[config.mk]
export PLATFORM = sky130hd
export DESIGN_NAME = olpd_ram
export DESIGN_NICKNAME = d
export VERILOG_FILES = /design/src/olpd_pkg.sv /design/src/olpd_ram.sv
export SDC_FILE = /design/constraint.sdc
export NUM_CORES = 2
export LEC_CHECK = 0
export BUFFER_PORTS_ARGS = -buffer_cell sky130_fd_sc_hd__buf_2
export CAP_MARGIN = 20
export CORE_MARGIN = 5
export CORE_UTILIZATION = 28
export DETAILED_ROUTE_END_ITERATION = 16
export HOLD_SLACK_MARGIN = 0.03
export PLACE_DENSITY = 0.38
export SKIP_CTS_REPAIR_TIMING = 1
export SLEW_MARGIN = 20
export SYNTH_ARGS = -nofsm -noshare
export SYNTH_HDL_FRONTEND = slang
export SYNTH_SLANG_ARGS = --single-unit
[constraint.sdc]
create_clock -name clk -period 14.15 [get_ports clk]
set_clock_uncertainty 0.05 [all_clocks]
set_input_delay 2.83 -clock clk [delete_from_list [all_inputs] [get_ports clk]]
set_output_delay 2.83 -clock clk [all_outputs]
set_load 0.02 [all_outputs]
[src/olpd_pkg.sv]
// shared types and constants of the ordered list with positional delete
package olpd_pkg;

	// default capacity and fixed field widths
	parameter int DEPTH_DEF = 64;
	parameter int VAL_W     = 32;
	parameter int TAG_W     = 32;
	parameter int CMD_W     = 3;
	parameter int POS_W     = 7;
	parameter int CNT_W     = 7;
	parameter int WORD_W    = VAL_W + TAG_W;

	// command codes
	typedef enum logic [CMD_W-1:0] {
		CMD_PUSH_FRONT = 3'd0,
		CMD_PUSH_BACK  = 3'd1,
		CMD_POP_FRONT  = 3'd2,
		CMD_POP_BACK   = 3'd3,
		CMD_DELETE_AT  = 3'd4,
		CMD_READ_AT    = 3'd5
	} cmd_t;

	// result status codes
	typedef enum logic [1:0] {
		STAT_OK    = 2'd0,
		STAT_EMPTY = 2'd1,
		STAT_NOPOS = 2'd2,
		STAT_FULL  = 2'd3
	} status_t;

	// sequencer states
	typedef enum logic [1:0] {
		ST_IDLE   = 2'd0,
		ST_SHIFT  = 2'd1,
		ST_FINISH = 2'd2
	} state_t;

endpackage

[src/olpd_ram.sv]
// entry store: one write port, one read port with registered read data
module olpd_ram #(
	parameter int DEPTH  = olpd_pkg::DEPTH_DEF,
	parameter int WIDTH  = olpd_pkg::WORD_W
) (
	input  logic                     clk,
	input  logic                     we,
	input  logic [$clog2(DEPTH)-1:0] waddr,
	input  logic [WIDTH-1:0]         wdata,
	input  logic                     re,
	input  logic [$clog2(DEPTH)-1:0] raddr,
	output logic [WIDTH-1:0]         rdata
);

	logic [WIDTH-1:0] mem [DEPTH];

	// write port
	always_ff @(posedge clk) begin
		if (we) begin
			mem[waddr] <= wdata;
		end
	end

	// read port, data held until the next read
	always_ff @(posedge clk) begin
		if (re) begin
			rdata <= mem[raddr];
		end
	end

endmodule
======== Word-level counts from Yosys, hierarchy flattened ========
Memories as Yosys holds them, arrays and structs flattened. A register that Yosys moved wholly into a read port is not among the register bits.
Index checks and enable logic that the tools add are counted.
word-level totals
  flip-flop bits (word level) ............. 0
  RAM bits ................................ 4096
  bits of input ports ..................... 79
  output and inout port bits .............. 64
  logic and storage cells ................. 3
  memories ................................ 1
cells by class
  muxes and demuxes ....................... 2
memory list
  memory  depth  bits a word  rd ports  clocked after Yosys merged registers in  write ports  RTL line        source
  mem     64     64           1         1                                        1            olpd_ram.sv:15  logic [WIDTH-1:0] mem [DEPTH];
operators by type and width
  cell     count
  $mux W1  2

======== Logic depth before layout (Yosys ltp) ========
  word-level depth ........................ 2
  mapped depth ............................ 9
  gate-level depth less buffers ........... 5

======== Least setup slack after synthesis ========
Ideal clock, no wire load.
  kind .................................... input-to-reg
  start ................................... input waddr[3]
  end ..................................... memory mem[48][0] (netlist bit), enable pin
  setup time .............................. 0.564 ns
  data arrival time ....................... 7.702 ns
  required time ........................... 13.536 ns
  path slack .............................. 5.834 ns
  stages .................................. 4
  path buffers ............................ 1
  cells stage by stage .................... clkbuf_1 nor2b_1 nand4b_1 nor3_1
RTL lines
  item                RTL line        source
  start: declaration  olpd_ram.sv:8   input logic [$clog2(DEPTH)-1:0] waddr,
  end: declaration    olpd_ram.sv:15
No word-level cell before the write port.

==> flow_metrics.py <==
metrics = {
    "setup_path": {
        "path_cells": "buf_8, buf_4, buf_4, buf_4, buf_4, mux4_2, or3_1, a41oi_1, a211oi_1",
        "r2r_start": "mem[36][20]",
        "r2r_end": "rdata[20]",
        "critPathRequiredTime_ps": 14800,
        "r2r_setup_slack_ps": 11740,
        "worstPathArrival_ps": 7430,
        "critical_path_depth": 9,
        "worstSetupPathType": "in2reg",
        "cp_top_family": "buffers and inverters",
        "cpMostUsedCell": "buf_4",
        "reg2regPathDepth": 4,
        "start_kind": "primary input",
        "cpPeakStageDelay_ps": 850,
        "cp_slowest_cell": "buf_4",
        "cp_max_fo": 59,
        "endpoint": "rdata[29]",
        "end_kind": "register",
        "crit_start": "raddr[2]",
        "crit_buf_inv": 5,
    },
    "sta": {
        "worst_slew_margin_rel_pct": 22.8,
        "drv_slew": 0,
        "rsz0062_at_grt": "false",
        "period_minus_slack_ps": 6780,
        "setup_ws_ps": 7370,
        "fmax_mhz": 147,
        "timing.final.crit_share_pct": 47.9,
        "hold_violations": 0,
        "setup_tns_ps": 0,
        "worst_slew_pin_slew_ps": 1160,
        "setup_viol": 0,
    },
    "floorplan": {
        "coreArea_sq_um": 560000,
        "dieArea_sq_um": 576000,
        "core.rowCount": 275,
        "die_w_um": 759,
        "die_y_um": 759,
        "start_util_pct": 28.0,
        "io_pins": 143,
    },
    "clocking": {
        "clk_latency_ps": 1030,
        "clock-sinks": 4160,
        "htree_levels": 5,
        "cts_buffers": 461,
        "cts-root-buf": "clkbuf_16",
        "cts_tree": "done",
        "clkTransAtPathRegs_ps": 60,
        "clk_path_buf_depth": 4,
    },
    "yosys": {
        "syn_nets": 6677,
        "yosysUniqueCellTypes": 32,
        "synth_top_area_share_pct": 79.6,
        "synthCells": 6598,
        "synthTopCellsByArea": "edfxtp_1 80%, mux4_2 15%, mux2i_1 0.86%",
        "ys_warn_count": 0,
        "synth-seq-cells": 4160,
        "seq_area_frac_synth_pct": 79.6,
        "syn_area_sq_um": 157000,
        "synth_largest_area_cell": "edfxtp_1",
        "synth.avg_cell_area_sq_um": 23.8,
    },
    "pwr": {
        "total_leakage_power_nw": 55.5,
        "p_per_area_nw_per_um2": 144,
        "ir_drop_uv": 120,
    },
    "run": {
        "maxCapViolations": 0,
    },
    "detailed_routing": {
        "drcViolationCount": 0,
        "via_per_inst": 5.01,
        "vias": 75100,
        "ant_nets": 0,
        "wl_per_cell_um": 35.9,
        "drt_iter0_drc": 7177,
        "dr.pass1.iters": 6,
        "wirelength_um": 538000,
    },
    "grt": {
        "overflow": 0,
        "grt_pass1_vias": 78800,
        "grt_max_degree": 103,
        "antenna_found_initial": 61,
        "grt_pass1_wl_um": 722000,
        "grt_usage_pct": 18.4,
    },
    "status": {
        "status": "completed",
    },
    "layout": {
        "nNetsFinal": 7166,
        "register_area_sq_um": 125000,
        "drive_gt1_share_pct": 28.4,
        "syn2layout_area_growth_pct": 16.2,
        "fillers": 52800,
        "multiInputGateArea_sq_um": 30800,
    },
    "placed_design": {
        "portBuffers": 142,
        "dp_hpwl_um": 283000,
        "dp_slack_ps": 6330,
        "place.gp.congestion": 0.722,
    },
    "min_path": {
        "min_path_cells": 4,
        "hp-class": "reg2reg",
    },
}
[layer usage]
metal / global-route usage (%) / wire length, um / vias to the layer above
li1: - / - / 29700
met4: 3.86 / 11800 / 6
met3: 2.09 / 22200 / 635
met2: 32.0 / 272000 / 2027
met5: 0 / 45 / -
met1: 24.8 / 232000 / 42800
[cells by family after synthesis]
| logic type | Yosys count | synth area share, % |
|---|---|---|
| AND/OR/NAND/NOR | 386 | 1.23 |
| AO/OA/AOI/OAI | 504 | 2.47 |
| flip-flops | 4160 | 79.6 |
| buffers and inverters | 389 | 1.18 |
| multiplexers | 1159 | 15.6 |
[worst register-to-register path, delay by kind of cell (launching register included)]
family	cells	cell delay, ps
and+or+nand+nor	1	320
AOI/OAI and AO/OA	2	920
muxes	1	450
DFF	1	360
[area by class of cell]
class                      count  area share, %
antenna                       57         0.0782
sequential                  4160           68.5
multi-input combinational   2049           16.9
timing repair buffer         396           1.68
tap                         7479           5.13
clock inverter               257           1.13
clock buffer                 578           6.59
inverter                      19         0.0391
[synthesized netlist by cell type, drive strengths merged]
cell     number
nand4b        1
nand2        58
a41oi        26
and3         64
or3b          1
mux4       1024
a2bb2oi      19
nor3          2
and2          3
a31oi        18
nand2b       11
o221ai       38
nand3b        2
inv          19
o22ai        83
nand3        45
buf         230
a31o          1
or3          29
nor2        112
a211oi       63
a22oi       168
clkbuf      140
nor2b        28
or2          28
nand4         2
mux2i       135
a22o         88
edfxtp     4160
[layout by cell type (no fill, tap or decap), types with 21 or more instances in the layout]
master	count
a211oi_1	61
a22o_1	88
a22oi_1	168
a41oi_1	26
and3_1	64
buf_12	23
buf_2	102
buf_4	266
bufinv_16	21
clkbuf_1	115
clkbuf_16	463
clkinv_1	133
clkinv_2	67
diode_2	57
edfxtp_1	4160
mux2i_1	135
mux4_2	1024
nand2_1	54
nand3_1	45
nor2_1	47
nor2_4	65
nor2b_1	24
o221ai_1	38
o22ai_1	83
or2_2	28
or3_1	29
[state kept, by name, summed over array words and instances, names as in the netlist]
| name | cells |
|---|---|
| rdata | 64 |
| mem | 4096 |
[per-stage QoR]
step                      area, sq um  instances  utilization, %  hold slack (ps)  power (mW)
after detailed placement       168000      14100            30.0              885        15.3
after CTS                      182000      14900            32.5              899        26.7
after floorplan                157000       6598               -              815        14.6
after global placement         168000      14100            30.0              872        15.2
final                          182000      15000            32.6              886        26.3
after global routing           182000      14900            32.6              933        27.2
[power breakdown]
part	leakage, nW	internal [mW]	switching, mW
clock network	6.84	6.37	4.97
registers	37.5	13.7	0.0501
logic	11.2	0.420	0.810
total	55.5	20.5	5.83
[worst min path at each step]
stage / start / to / slack [ps]
after detailed placement: mem[63][16] / rdata[16] / 890
after CTS: mem[61][48] / rdata[48] / 900
after global routing: mem[63][16] / rdata[16] / 930
after global placement: mem[47][48] / rdata[48] / 870
final: mem[61][48] / rdata[48] / 890
after floorplan: mem[30][61] / rdata[61] / 810
Note: power is estimated with default switching activity, not from simulation.
